**src/sv/smf_pkg.sv**
```systemverilog
// ---------------------------------------------------------------------------
// Sliding median filter package
// Shared widths, window constants and the sorter control struct.
// ---------------------------------------------------------------------------
package smf_pkg;

   localparam int WINDOW   = 8;
   localparam int SAMPLE_W = 12;
   localparam int SLOT_W   = (WINDOW > 1) ? $clog2(WINDOW) : 1;
   localparam int MID_LO   = WINDOW / 2 - 1;
   localparam int MID_HI   = WINDOW / 2;

   typedef logic [SAMPLE_W-1:0] sample_type;
   typedef logic [SLOT_W-1:0]   slot_type;

   localparam slot_type   LAST_SLOT  = slot_type'(WINDOW - 1);
   localparam sample_type SAMPLE_MAX = '1;

   // Control from the sequencer to the sorted list.
   typedef struct packed {
      logic clear;    // refill the list with the largest sample value
      logic insert;   // insert the presented sample this cycle
   } sort_ctrl_type;

endpackage

```
**src/sv/sliding_median_filter_core.sv**
```systemverilog
// ---------------------------------------------------------------------------
// Sliding median filter core
// Running median over an even window of 12-bit ADC samples, one channel.
// ---------------------------------------------------------------------------
// Usage:
//   Each item on the req_ channel carries one new ADC sample. It replaces
//   the oldest sample of the window, and one item on the rsp_ channel
//   returns the floor average of the two middle values of the sorted
//   window, which is the median for an even window.
//   The window lives in a small synchronous RAM. After a sample is written,
//   the sequencer sweeps all WINDOW entries through the one read port and
//   inserts each into a sorted list, one entry per cycle. The result is
//   registered in the done state, which follows the sweep and the drain
//   step, and no new item is accepted until that is done; the RAM sweep
//   sets the pace of items, with one full sweep for each one.
//   Reset marks every window entry as empty; an empty entry reads as zero,
//   so the first results include those zeros. The write slot returns to 0.
//   A result waits in the output register while the receiver stalls; the
//   next item is still accepted and processed, and it waits only at the
//   final step until the output register is free.
// ---------------------------------------------------------------------------
module sliding_median_filter_core (
   input  logic        clock,
   input  logic        reset,
   input  logic        req_tvalid,
   output logic        req_tready,
   input  logic [15:0] req_tdata,   // [11:0] sample, [15:12] expected zero but ignored
   output logic        rsp_tvalid,
   input  logic        rsp_tready,
   output logic [15:0] rsp_tdata    // [11:0] filtered, [15:12] zero
);

   typedef enum logic [1:0] {
      S_IDLE,
      S_SWEEP,
      S_DRAIN,
      S_DONE
   } state_type;

   state_type state_ff;
   smf_pkg::slot_type   oldest_ff;
   smf_pkg::slot_type   rd_addr_ff;
   logic                rsp_valid_ff;
   smf_pkg::sample_type rsp_data_ff;

   // Window RAM with one valid bit per entry so that reset empties it at once.
   smf_pkg::sample_type         window_mem [smf_pkg::WINDOW];
   logic [smf_pkg::WINDOW-1:0]  valid_ff;
   smf_pkg::sample_type         rd_data_ff;
   logic                        rd_valid_ff;
   logic                        rd_pend_ff;

   logic                        accept;
   logic                        out_free;
   logic                        sweep;
   smf_pkg::sort_ctrl_type      sort_ctrl;
   smf_pkg::sample_type         sort_sample;
   smf_pkg::sample_type         mid_lo;
   smf_pkg::sample_type         mid_hi;
   logic [smf_pkg::SAMPLE_W:0]  mid_sum;

   assign req_tready = (state_ff == S_IDLE);
   assign accept     = req_tvalid && req_tready;
   assign out_free   = !rsp_valid_ff || rsp_tready;
   assign sweep      = (state_ff == S_SWEEP);

   // RAM write of the new sample and registered read during the sweep.
   always_ff @(posedge clock) begin
      if (accept) begin
         window_mem[oldest_ff] <= req_tdata[smf_pkg::SAMPLE_W-1:0];
      end
      rd_data_ff  <= window_mem[rd_addr_ff];
      rd_valid_ff <= valid_ff[rd_addr_ff];
   end

   always_ff @(posedge clock) begin
      if (reset) begin
         valid_ff   <= '0;
         rd_pend_ff <= 1'b0;
      end else begin
         if (accept) begin
            valid_ff[oldest_ff] <= 1'b1;
         end
         rd_pend_ff <= sweep;
      end
   end

   // The list is refilled as the item is taken; each read word is inserted
   // the cycle after its read is issued.
   always_comb begin
      sort_ctrl.clear  = accept;
      sort_ctrl.insert = rd_pend_ff;
      sort_sample      = rd_valid_ff ? rd_data_ff : '0;
   end

   smf_sorter u_sorter (
      .clock  (clock),
      .ctrl   (sort_ctrl),
      .sample (sort_sample),
      .mid_lo (mid_lo),
      .mid_hi (mid_hi)
   );

   assign mid_sum = {1'b0, mid_lo} + {1'b0, mid_hi};

   always_ff @(posedge clock) begin
      if (reset) begin
         state_ff     <= S_IDLE;
         oldest_ff    <= '0;
         rd_addr_ff   <= '0;
         rsp_valid_ff <= 1'b0;
      end else begin
         if (rsp_valid_ff && rsp_tready) begin
            rsp_valid_ff <= 1'b0;
         end
         unique case (state_ff)
            S_IDLE: begin
               if (accept) begin
                  oldest_ff  <= (oldest_ff == smf_pkg::LAST_SLOT) ? '0
                                                                  : oldest_ff + 1'b1;
                  rd_addr_ff <= '0;
                  state_ff   <= S_SWEEP;
               end
            end
            S_SWEEP: begin
               rd_addr_ff <= rd_addr_ff + 1'b1;
               if (rd_addr_ff == smf_pkg::LAST_SLOT) begin
                  state_ff <= S_DRAIN;
               end
            end
            S_DRAIN: begin
               // The last read word goes into the list in this cycle.
               state_ff <= S_DONE;
            end
            S_DONE: begin
               if (out_free) begin
                  rsp_valid_ff <= 1'b1;
                  rsp_data_ff  <= mid_sum[smf_pkg::SAMPLE_W:1];
                  state_ff     <= S_IDLE;
               end
            end
            default: begin
               state_ff <= S_IDLE;
            end
         endcase
      end
   end

   assign rsp_tvalid = rsp_valid_ff;
   assign rsp_tdata  = {{(16 - smf_pkg::SAMPLE_W){1'b0}}, rsp_data_ff};

endmodule

```
**src/sv/smf_sorter.sv**
```systemverilog
// ---------------------------------------------------------------------------
// Sliding median filter sorted list
// Keeps an ascending list of WINDOW samples, one insertion per cycle.
// ---------------------------------------------------------------------------
module smf_sorter (
   input  logic                  clock,
   input  smf_pkg::sort_ctrl_type ctrl,
   input  smf_pkg::sample_type   sample,
   output smf_pkg::sample_type   mid_lo,
   output smf_pkg::sample_type   mid_hi
);

   smf_pkg::sample_type list_ff [smf_pkg::WINDOW];
   smf_pkg::sample_type list_in [smf_pkg::WINDOW];
   logic [smf_pkg::WINDOW-1:0] greater;

   // The list is always sorted, so the greater flags are monotone: the new
   // sample lands at the first greater entry and the rest shift up by one,
   // dropping the top entry.
   always_comb begin
      for (int i = 0; i < smf_pkg::WINDOW; i++) begin
         greater[i] = list_ff[i] > sample;
      end
      for (int i = 0; i < smf_pkg::WINDOW; i++) begin
         if (ctrl.clear) begin
            list_in[i] = smf_pkg::SAMPLE_MAX;
         end else if (!ctrl.insert || !greater[i]) begin
            list_in[i] = list_ff[i];
         end else if (i == 0) begin
            list_in[i] = sample;
         end else if (!greater[i-1]) begin
            list_in[i] = sample;
         end else begin
            list_in[i] = list_ff[i-1];
         end
      end
   end

   always_ff @(posedge clock) begin
      list_ff <= list_in;
   end

   assign mid_lo = list_ff[smf_pkg::MID_LO];
   assign mid_hi = list_ff[smf_pkg::MID_HI];

endmodule

```
**config.mk**
```make
export PLATFORM = sky130hd
export DESIGN_NAME = sliding_median_filter_core
export DESIGN_NICKNAME = d
export VERILOG_FILES = /design/src/sv/smf_pkg.sv /design/src/sv/sliding_median_filter_core.sv /design/src/sv/smf_sorter.sv
export SDC_FILE = /design/constraint.sdc
export NUM_CORES = 1
export LEC_CHECK = 0
export BUFFER_PORTS_ARGS = -buffer_cell sky130_fd_sc_hd__buf_2
export CAP_MARGIN = 15
export CORE_UTILIZATION = 30
export CTS_CLUSTER_DIAMETER = 80
export DETAILED_ROUTE_END_ITERATION = 8
export GPL_TIMING_DRIVEN = 0
export PLACE_DENSITY = 0.49
export SETUP_SLACK_MARGIN = 0.3
export SLEW_MARGIN = 40
export SYNTH_ARGS = -nofsm -noshare
export SYNTH_HDL_FRONTEND = slang
export SYNTH_SLANG_ARGS = --single-unit
export TNS_END_PERCENT = 1
```
**constraint.sdc**
```tcl
create_clock -name clock -period 3 [get_ports clock]
set_input_delay 0.6 -clock clock [delete_from_list [all_inputs] [get_ports clock]]
set_output_delay 0.6 -clock clock [all_outputs]
set_load 0.1 [all_outputs]
```
==> metrics, run 1 <==
outcome=complete, no violations; VDD IR-drop max=0.477 mV; fmax=366 MHz; normalized max-slew margin=50.0%; CTS buffer count=17; Clock Tree Root=clkbuf_16; Crit. End Element=flop; Leak=4.37 nW; RSZ-0062 raised after global routing=yes; CTS max path bufs=2; ratio of cells with drive above 1 in the final layout=26.9%; per-cell routed wire length=17.7 µm; r2r worst-path depth=11; Distinct cells, synth=58; post-synthesis adder-cell area fraction=roughly a tenth; Layout Cells excl Fill=~1200; Avg Inst Size Synth=12.8 µm²; Vias=6025; core area=roughly 30000 µm²; Max FO, Critical Path=10; NumNets Final=937; Async SR Flop Fraction=0%; vias per inst=between 4 and 5; Power Density=~940 nW/µm²; main combinational cell family by area after synthesis=multiplexers; Combinational Power Share=43.9%; Filler Cells Inserted=between 2000 and 3000; startpoint type of the worst setup path=flop; Final min period=approximately 2.7 ns; Worst setup startpoint=rd_valid_ff$_DFF_P_; Initial Util=30.9%; Setup CP Type=flop to flop; die height=180 µm; Cells after DPL=1178; Critical Path Slowest Stage Cell=a221o_1; Yosys Warn Count=0; Final Hold Fails=0; Simple-Gate Fraction of Synth Area=8.59%; worst slew pin tran=0.749 ns; Multi-input gate area=4440 µm²; Sw Ratio=36.1%; NetSw=3.92 mW; ys flop type=edfxtp_1; Post-synth EDFFs=108; antenna-violating nets left=0; largest net degree at the start of global routing=19; Synth Area in XOR/XNOR=0.735%; Syn Inst Count=744; sequential area share after synthesis=53.1%; ANT cells=0; Worst Path Arrival=3.05 ns; GPL Wtd Cong=0.759; Critical Path Sink=u_sorter.list_ff[80]$_SDFFE_PP1N_; CTS Hold Bufs=0; Pre-antenna DRT Iters=5; initial antenna violation count=0; Largest stage delay, worst path=~0.37 ns; max-cap violation count=0; post-synthesis mux area share=12.8%; number of synthesized register bits=roughly 200; skew final=0.0101 ns; worst r2r src=rd_valid_ff$_DFF_P_; CTS tree=built; clock sink count=roughly 200; row count=64; Worst R2R End=u_sorter.list_ff[80]$_SDFFE_PP1N_; DP Wirelength=15.8 mm; worst slack, placed=-0.218 ns; type of the most critical hold path=input port to flop; Reg clk slew, reported paths=0.07 ns; Flop pwr share=34.7%; critical-path cell list=buf_8 -> and2_4 -> clkinvlp_4 -> ha_4 -> a21o_1 -> a221o_1 -> a221oi_4 -> a21o_4 -> buf_12 -> mux2i_4 -> a21oi_2; residual DRC count=0; drt first-iter violations=between 200 and 300; final setup fails=0; internal power=between 6 and 7 mW; H-Tree Depth=4; Die ar.=32500 µm²; num ports=38; Worst Path Required=3.32 ns; total grt overflow=0; vias in the first global route=~6100; crit share post-route=around nine tenths; Post-Route WL=22.1 mm; Slew Viols, Final=0; first-pass GRT wire length=34.7 mm; setup total negative slack=0 ns; Tot Pwr=10.9 mW; die width=roughly 180 µm; Clock Power Share=a little over a fifth; R2R setup slack=0.27 ns; Worst-Skew Late Latency=0.43 ns; Global Route Usage Sum=14.0%; area grow syn2layout=20.9%; Seq. cell area=5070 µm²; Synth Area in Compound Gates=around 11%; count of input and output buffers=28; Synth Cell Area=9540 µm²; Setup WS post-layout=between 0.2 and 0.3 ns
==> synthesized netlist by cell type, types with 2 or more instances <==
cell       count  share of area, %
edfxtp_1     108                34
dfxtp_1       91                19
ha_1          79                10
mux2i_1       49               5.1
nor2_1        47               1.8
a21oi_1       46               2.4
nor3_1        35               1.8
nand2_1       29               1.1
mux4_2        26               6.1
inv_1         20              0.79
o211ai_1      17               1.3
nand4_1       14              0.92
a22oi_1       13               1.0
clkbuf_1      13              0.51
mux2_2        13               1.5
a2bb2oi_1     12               1.1
a21o_1        11              0.87
and2_2        10              0.79
buf_2         10              0.52
a21oi_2        9              0.83
nor2b_1        8              0.52
o21ai_0        8              0.42
and2_1         7              0.46
nand2b_1       7              0.46
buf_4          6              0.47
nand3_1        6              0.31
xnor2_1        5              0.46
a211o_1        3              0.28
a211oi_1       3              0.24
a31oi_2        3              0.39
buf_6          3              0.35
o21ai_1        3              0.16
xor2_1         3              0.28
a311oi_2       2              0.31
a32oi_1        2              0.18
==> worst max-delay path: cells and delay by family, from the launching register on <==
family / cells / cell delay, ns
buffers and inverters: 3 / 0.44
flip-flops: 1 / 0.35
multiplexers: 1 / 0.23
AND/OR/NAND/NOR: 1 / 0.20
adder cells (fa/ha/maj): 1 / 0.27
AO/OA/AOI/OAI: 5 / 1.12
==> state kept, by name (all words and copies together) (netlist names) <==
name,cells
oldest_ff,3
rd_addr_ff,3
rd_data_ff,12
rd_pend_ff,1
rd_valid_ff,1
rsp_data_ff,12
rsp_tvalid,1
state_ff,2
u_sorter.list_ff,36
u_sorter.mid_hi,12
u_sorter.mid_lo,12
valid_ff,8
window_mem,96
==> what timing repair did <==
action,4_1_cts,5_1_grt
setup buffers,22,10
pin swaps,12,13
gates resized for setup,34,32
cloned,0,2
endpoints found under the setup margin,60,57
==> area by class of cell <==
cell class	count	share of cell area [%]
repair buffers	71	4.90
inverters	20	0.911
well taps	396	4.30
plain buffers	36	2.37
multi-input cells	492	38.5
flip-flops and latches	199	43.9
clock buffers	22	4.16
clock inverters	10	0.955
==> per-stage QoR <==
| step | instance area, µm² | util [%] | hold slack, ns |
|---|---|---|---|
| floorplan | 9570 | - | 0.435 |
| global placement | 10200 | 33.0 | 0.449 |
| detailed placement | 10300 | 33.4 | 0.460 |
| CTS | 11200 | 36.4 | 0.411 |
| global route | 11500 | 37.3 | 0.424 |
| finish | 11500 | 37.3 | 0.433 |
==> kinds of logic after synthesis <==
family | count (synthesis)
multiplexers | 88
AO/OA/AOI/OAI | 145
AND/OR/NAND/NOR | 167
XOR/XNOR | 8
flip-flops | 199
adder cells (fa/ha/maj) | 80
other | 1
buffers and inverters | 56
==> metal layers <==
layer	part of all wire, %	wire length, µm	vias up	global-route usage [%]
met5	0	0	-	0
met4	0.74	164	0	3.35
met3	2.3	504	9	2.59
met2	48	10600	65	23.4
met1	49	10800	2937	18.7
li1	-	-	3014	-
==> power by group through the flow <==
stage	registers [mW]	clock network, mW	logic [mW]
2_1_floorplan	3.76	0	3.12
3_3_place_gp	3.80	0	4.02
3_5_place_dp	3.80	0	4.12
4_1_cts	3.76	2.39	4.44
5_1_grt	3.83	2.50	5.29
6_report	3.77	2.32	4.77
==> worst min path at each step <==
stage                     slack [ns]                     endpoint  cells past startpoint                      from
after floorplan                 0.43     valid_ff[2]$_SDFFE_PP0P_                      2  valid_ff[2]$_SDFFE_PP0P_
after global placement          0.45     valid_ff[2]$_SDFFE_PP0P_                      2  valid_ff[2]$_SDFFE_PP0P_
after detailed placement        0.46     valid_ff[2]$_SDFFE_PP0P_                      2  valid_ff[2]$_SDFFE_PP0P_
after CTS                       0.41  window_mem[7][10]$_DFFE_PP_                      1             req_tdata[10]
after global routing            0.42  window_mem[7][10]$_DFFE_PP_                      1             req_tdata[10]
final                           0.43  window_mem[3][10]$_DFFE_PP_                      1             req_tdata[10]
==> placed cells by master, fill, tap and decap left out, drive strengths merged, types with 8 or more instances in the layout <==
| cell type | count |
|---|---|
| edfxtp | 108 |
| dfxtp | 91 |
| buf | 91 |
| ha | 79 |
| a21oi | 55 |
| mux2i | 49 |
| nor2 | 47 |
| clkbuf | 36 |
| nor3 | 35 |
| nand2 | 29 |
| mux4 | 26 |
| o211ai | 17 |
| inv | 17 |
| and2 | 17 |
| nand4 | 14 |
| a22oi | 13 |
| mux2 | 13 |
| a2bb2oi | 12 |
| a21o | 12 |
| o21ai | 11 |
| nor2b | 8 |
| clkinvlp | 8 |
(Power assumes the default switching activity.)
==> run 2, diff against run 1 <==
--- a/config.mk
+++ b/config.mk
@@ -11,8 +11,7 @@
 export CTS_CLUSTER_DIAMETER = 80
 export DETAILED_ROUTE_END_ITERATION = 8
 export GPL_TIMING_DRIVEN = 0
-export PLACE_DENSITY = 0.49
-export SETUP_SLACK_MARGIN = 0.3
+export PLACE_DENSITY = 0.52
 export SLEW_MARGIN = 40
 export SYNTH_ARGS = -nofsm -noshare
 export SYNTH_HDL_FRONTEND = slang
==> run 2 against run 1 <==
  * Cell count is 2.6% lower
  * Sequential share of layout area is 2.6 points higher
  * Non-clock buffer count is 33 lower
  * Via count is 0.86% lower
  * Power is 7.7% lower
  * Sequential power hardly changed
  * Sequential cell count stayed put
  * Count of clock-buffer cells in the layout is 2 lower
  * Combinational power is 15% lower
  * Critical path type unchanged
  * Critical endpoint is now u_sorter.list_ff[91]$_SDFFE_PP1N_
  * Highest routed layer unchanged
==> metrics, run 2 (synthesis results as in run 1) <==
outcome=complete, no violations; startpoint type of the worst setup path=flop; Worst-Skew Late Latency=0.43 ns (about the same); fmax=354 MHz (-3.3%); Final Hold Fails=0 (unchanged); H-Tree Depth=4 (unchanged); die height=180 µm (unchanged); NumNets Final=904 (-3.5%); Layout Cells excl Fill=1213 (-2.6%); ANT cells=0 (unchanged); Die ar.=32500 µm² (unchanged); WHS=0.431 ns (-0.00191 ns); r2r worst-path depth=10 (-1); ratio of cells with drive above 1 in the final layout=20.6% (-6.4 points); Final min period=2.83 ns (+0.0923 ns); Filler Cells Inserted=3053 (+1.8%); residual DRC count=0 (unchanged); most frequent cells in the layout=108 x edfxtp_1, 90 x dfxtp_1, 79 x ha_1; critical-path cell list=and2_2 -> inv_1 -> ha_1 -> and4_2 -> nand4_1 -> a21o_1 -> a211o_2 -> buf_2 -> nand2_1 -> o211ai_1; Clock Power Share=22.2% (+0.8 points); Crit. End Element=flop; vias per inst=4.92 (+1.8%); Global Route Usage Sum=13.4% (-0.56 points); Vias=5973 (-0.86%); final setup fails=0 (unchanged); Largest stage delay, worst path=0.41 ns (+0.04 ns); drt first-iter violations=417 (+58%); count of input and output buffers=28 (unchanged); Cells after DPL=1182 (+0.34%); GPL Wtd Cong=0.772 (+1.7%); row count=64 (unchanged); R2R setup slack=0.17 ns (-0.09 ns); total grt overflow=0 (unchanged); max reg flops=96 (unchanged); normalized max-slew margin=44.4% (-5.6 points); Hold Crit Depth=1 (unchanged); Pre-antenna DRT Iters=6 (+1); most common cell after layout, fill and taps aside=edfxtp_1; Slew Viols, Final=0 (unchanged); Hold EP=window_mem[1][0]$_DFFE_PP_; top flop regs=window_mem x96, u_sorter.list_ff x36; worst r2r src=rd_valid_ff$_DFF_P_; dpl cell area=10300 µm² (about the same); first-pass GRT wire length=33.4 mm (-3.6%); Worst Path Required=3.28 ns (-0.04 ns); Flop pwr share=37.3% (+2.6 points); Post-Route WL=21.1 mm (-4.4%); Worst R2R End=u_sorter.list_ff[91]$_SDFFE_PP1N_; Combinational Power Share=40.5% (-3.4 points); Setup CP Type=flop to flop; Worst Min Path Start=req_tdata[0]; largest net degree at the start of global routing=18 (-1); Clock Tree Root=clkbuf_16; die width=180 µm (unchanged); crit share post-route=94.2% (+3.1 points); per-cell routed wire length=17.4 µm (-1.8%); Critical Path Slowest Stage Cell=dfxtp_2; worst slew pin tran=0.834 ns (+0.0844 ns); Setup Buffers After CTS=0 (-100%); CTS Hold Bufs=0 (unchanged); core area=30900 µm² (unchanged); CP delay by family, top=simple AND/OR/NAND/NOR gates; max-cap violation count=0 (unchanged); clock sink count=199 (unchanged); Power Density=921 nW/µm² (-2.1%); NetSw=3.68 mW (-6.1%); Max FO, Critical Path=12 (+2); setup total negative slack=0 ns (unchanged); Tot Pwr=10.0 mW (-7.7%); internal power=6.35 mW (-8.6%); skew final=0.00797 ns (-0.00210 ns); vias in the first global route=5999 (-1.8%); CTS buffer count=17 (unchanged); Final Cell Area=10900 µm² (-5.7%); RSZ-0062 raised after global routing=yes; CTS tree=built; num ports=38 (unchanged); initial antenna violation count=0 (unchanged); CTS max path bufs=2 (unchanged); Reg clk slew, reported paths=0.07 ns (about the same); area grow syn2layout=14.1%; Sw Ratio=36.7% (+0.63 points); Bufs and invs on worst path=2 (-1); type of the most critical hold path=input port to flop; Initial Util=30.9% (unchanged); VDD IR-drop max=0.412 mV (-14%); antenna-violating nets left=0 (unchanged); Worst Path Arrival=3.11 ns (+0.06 ns); DP Wirelength=15.5 mm (-2.1%); Leak=4.11 nW (-5.9%); Biggest register=window_mem
-- run 2: cell types whose count changed in the layout (fill, tap and decap cells not counted), sizes merged --
| cell | before | now |
|---|---|---|
| buf | 91 | 59 |
| clkbuf | 36 | 34 |
| clkinv | 4 | 6 |
| clkinvlp | 8 | 0 |
| dlymetal6s2s | 1 | 0 |
| inv | 17 | 25 |
-- run 2: power by group through the flow --
stage	Sequential, mW	Clock, mW	Combinational (mW)
CTS	3.75	2.28	4.09
finish	3.74	2.22	4.06
global route	3.81	2.38	4.55
detailed placement	3.80	0	4.08
floorplan	3.76	0	3.11
global placement	3.79	0	4.00
-- run 2: through the flow --
step	setup slack, ns	utilization, %
after floorplan	-0.138	-
after global placement	-0.781	33.0
after detailed placement	-0.188	33.4
after CTS	0.0203	35.2
after global routing	-0.0248	35.2
final	0.173	35.2
-- run 2: what timing repair did --
item                       4_1_cts  5_1_grt
setup endpoints to repair       54       54
gates resized for setup          1        6
pin swaps                        0        0
-- run 2: worst max-delay path by stage --
stage	start	end	slack, ns	cells past startpoint
floorplan	state_ff[0]$_SDFFE_PP0P_	window_mem[4][0]$_DFFE_PP_	-0.14	6
global placement	state_ff[0]$_SDFFE_PP0P_	window_mem[1][8]$_DFFE_PP_	-0.78	5
detailed placement	rd_valid_ff$_DFF_P_	u_sorter.list_ff[91]$_SDFFE_PP1N_	-0.19	11
CTS	rd_valid_ff$_DFF_P_	u_sorter.list_ff[79]$_SDFFE_PP1N_	0.02	10
global route	rd_valid_ff$_DFF_P_	u_sorter.list_ff[80]$_SDFFE_PP1N_	-0.02	10
finish	rd_valid_ff$_DFF_P_	u_sorter.list_ff[91]$_SDFFE_PP1N_	0.17	10
-- run 2: cell type report --
| cell class | count | area (µm²) | share of cell area (%) |
|---|---|---|---|
| well taps | 396 | 495 | 4.55 |
| plain buffers | 35 | 214 | 1.97 |
| inverters | 20 | 75.1 | 0.690 |
| multi-input cells | 492 | 4250 | 39.1 |
| flip-flops and latches | 199 | 5070 | 46.6 |
| clock inverters | 12 | 118 | 1.08 |
| repair buffers | 39 | 220 | 2.02 |
| clock buffers | 20 | 437 | 4.01 |
-- run 2: per-layer routing --
metal | track usage (%) | wire length [µm] | vias to the layer above
met1 | 18.2 | 10500 | 2943
met2 | 21.9 | 9910 | 63
met5 | 0 | 0 | -
met3 | 2.65 | 519 | 16
met4 | 3.35 | 217 | 0
li1 | - | - | 2951
==> run 3, diff against run 2 <==
--- a/config.mk
+++ b/config.mk
@@ -7,6 +7,7 @@
 export LEC_CHECK = 0
 export BUFFER_PORTS_ARGS = -buffer_cell sky130_fd_sc_hd__buf_2
 export CAP_MARGIN = 15
+export CORE_ASPECT_RATIO = 1.1
 export CORE_UTILIZATION = 30
 export CTS_CLUSTER_DIAMETER = 80
 export DETAILED_ROUTE_END_ITERATION = 8
==> run 3 against run 2 <==
  * Critical path depth is the same
  * Largest power group unchanged
  * Count of clock-buffer cells in the layout shrank 3
  * Sequential share of layout area shrank 0.37 points
  * Die area is essentially flat
  * Sequential power is essentially flat
  * Setup slack gained 0.010 ns
  * Sequential cell count is the same
  * Design area grew 0.79%
  * Highest routed layer unchanged
  * Clock skew grew 0.010 ns
==> metrics, run 3 (synthesis results as in run 1) <==
outcome=complete, no violations; NumNets Final=905 (+0.11%); Worst setup startpoint=rd_valid_ff$_DFF_P_; startpoint type of the worst setup path=flop; final setup fails=0 (unchanged); total grt overflow=0 (unchanged); residual DRC count=0 (unchanged); die height=189 µm (+4.8%); NetSw=3.78 mW (+2.7%); Final min period=2.82 ns (-0.0105 ns); fmax=355 MHz (+0.37%); r2r worst-path depth=10 (unchanged); Crit. End Element=flop; Reg clk slew, reported paths=0.09 ns (+0.02 ns); die width=172 µm (-4.6%); Slew Viols, Final=0 (unchanged); drt first-iter violations=286 (-31%); critical-path cell list=and2_2 -> inv_1 -> ha_1 -> a21o_1 -> a221o_1 -> a221oi_4 -> a21o_4 -> buf_12 -> mux2i_1 -> a21oi_2; clock sink count=199 (unchanged); max-cap violation count=0 (unchanged); R2R setup slack=0.18 ns (about the same); Biggest register=window_mem; type of the most critical hold path=input port to flop; Max FO, Critical Path=12 (unchanged); GPL Wtd Cong=0.768 (-0.53%); Clock Power Share=23.0% (+0.8 points); Setup CP Type=flop to flop; H-Tree Depth=4 (unchanged); Worst-Skew Late Latency=0.44 ns (about the same); Critical Path Sink=u_sorter.list_ff[74]$_SDFFE_PP1N_; row count=68 (+6.3%); Pre-antenna DRT Iters=5 (-1); Leak=4.13 nW (+0.50%); num ports=38 (unchanged); DP Wirelength=15.6 mm (+0.73%); Power Density=920 nW/µm² (-0.11%); Filler Cells Inserted=3148 (+3.1%); antenna-violating nets left=0 (unchanged); initial antenna violation count=0 (unchanged); Global Route Usage Sum=13.7% (+0.31 points); Vias=5939 (-0.57%); RSZ-0062 raised after global routing=no; first-pass GRT wire length=33.9 mm (+1.4%); Critical Path Slowest Stage Cell=dfxtp_2; per-cell routed wire length=16.8 µm (-3.5%); Die ar.=32500 µm² (about the same); post-layout util=35.0% (-0.17 points); Setup Buffers After CTS=0 (unchanged); core area=31300 µm² (+1.3%); Sw Ratio=37.4% (+0.72 points); Worst Path Arrival=3.14 ns (+0.03 ns); Worst R2R End=u_sorter.list_ff[74]$_SDFFE_PP1N_; crit share post-route=93.9% (-0.35 points); skew final=0.0181 ns (+0.0101 ns); max reg flops=96 (unchanged); Worst Path Required=3.32 ns (+0.04 ns); CTS tree=built; most common cell after layout, fill and taps aside=edfxtp_1; CTS buffer count=17 (unchanged); vias in the first global route=6190 (+3.2%); Largest stage delay, worst path=0.41 ns (about the same); CTS Hold Bufs=0 (unchanged); internal power=6.32 mW (-0.46%); Initial Util=30.5% (-0.39 points); normalized max-slew margin=47.0% (+2.6 points); dpl cell area=10400 µm² (+0.34%); VDD IR-drop max=0.418 mV (+1.3%); Tot Pwr=10.1 mW (+0.69%); largest net degree at the start of global routing=23 (+5); Final Hold Fails=0 (unchanged); Post-Route WL=20.8 mm (-1.5%); Combinational Power Share=39.9% (-0.6 points); Clock Tree Root=clkbuf_16; ratio of cells with drive above 1 in the final layout=21.1% (+0.59 points); top flop regs=window_mem x96, u_sorter.list_ff x36; count of input and output buffers=28 (unchanged); worst slew pin tran=0.795 ns (-0.0391 ns); setup total negative slack=0 ns (unchanged); worst r2r src=rd_valid_ff$_DFF_P_; area grow syn2layout=15.0%; most frequent cells in the layout=108 x edfxtp_1, 90 x dfxtp_1, 79 x ha_1; Flop pwr share=37.1% (-0.2 points); Final Cell Area=11000 µm² (+0.79%); ANT cells=0 (unchanged); CTS max path bufs=2 (unchanged); vias per inst=4.80 (-2.6%)
## run 3: cell type report
cell class | instances | area (µm²) | share of cell area (%)
plain buffers | 35 | 211 | 1.93
inverters | 20 | 75.1 | 0.685
well taps | 420 | 526 | 4.79
multi-input cells | 492 | 4250 | 38.8
flip-flops and latches | 199 | 5070 | 46.2
repair buffers | 40 | 225 | 2.05
clock buffers | 17 | 425 | 3.88
clock inverters | 15 | 185 | 1.69
## run 3: metrics by stage
step | worst slack [ns] | hold slack [ns] | cells
detailed placement | -0.192 | 0.457 | 1207
global route | 0.000665 | 0.413 | 1238
floorplan | -0.138 | 0.435 | 747
CTS | 0.0190 | 0.417 | 1238
global placement | -0.731 | 0.447 | 1195
finish | 0.183 | 0.427 | 1238
## run 3: what timing repair did
| item | 4_1_cts | 5_1_grt |
|---|---|---|
| setup endpoints to repair | 55 | 55 |
| cloned | 0 | 0 |
| resized for setup | 1 | 3 |
## run 3: power by group through the flow
stage	combinational, mW	clock (mW)	sequential (mW)
floorplan	3.11	0	3.76
global placement	3.98	0	3.80
detailed placement	4.07	0	3.80
CTS	4.07	2.37	3.75
global route	4.53	2.50	3.82
finish	4.03	2.32	3.75
## run 3: critical path, delay by kind of cell (launching register included)
family          cells  cell delay (ns)
fa+ha+maj           1             0.35
flops               1             0.41
compound gates      5             1.10
mux                 1             0.23
simple gates        1             0.28
buf+inv             2             0.33
## run 3: per-layer routing
layer / up-vias / share of wire, % / global-route usage, %
li1: 2952 / - / -
met1: 2912 / 47 / 18.0
met2: 61 / 50 / 23.3
met3: 14 / 2.0 / 2.53
met4: 0 / 0.83 / 3.17
met5: - / 0 / 0
## run 3: worst min path at each step
stage                                         from                           to  cells after the start
after CTS                             req_tdata[6]   window_mem[6][6]$_DFFE_PP_                      1
after global routing                  req_tdata[8]   window_mem[6][8]$_DFFE_PP_                      1
final                                req_tdata[10]  window_mem[3][10]$_DFFE_PP_                      1
after detailed placement  valid_ff[6]$_SDFFE_PP0P_     valid_ff[6]$_SDFFE_PP0P_                      2
after global placement    valid_ff[5]$_SDFFE_PP0P_     valid_ff[5]$_SDFFE_PP0P_                      2
after floorplan           valid_ff[2]$_SDFFE_PP0P_     valid_ff[2]$_SDFFE_PP0P_                      2
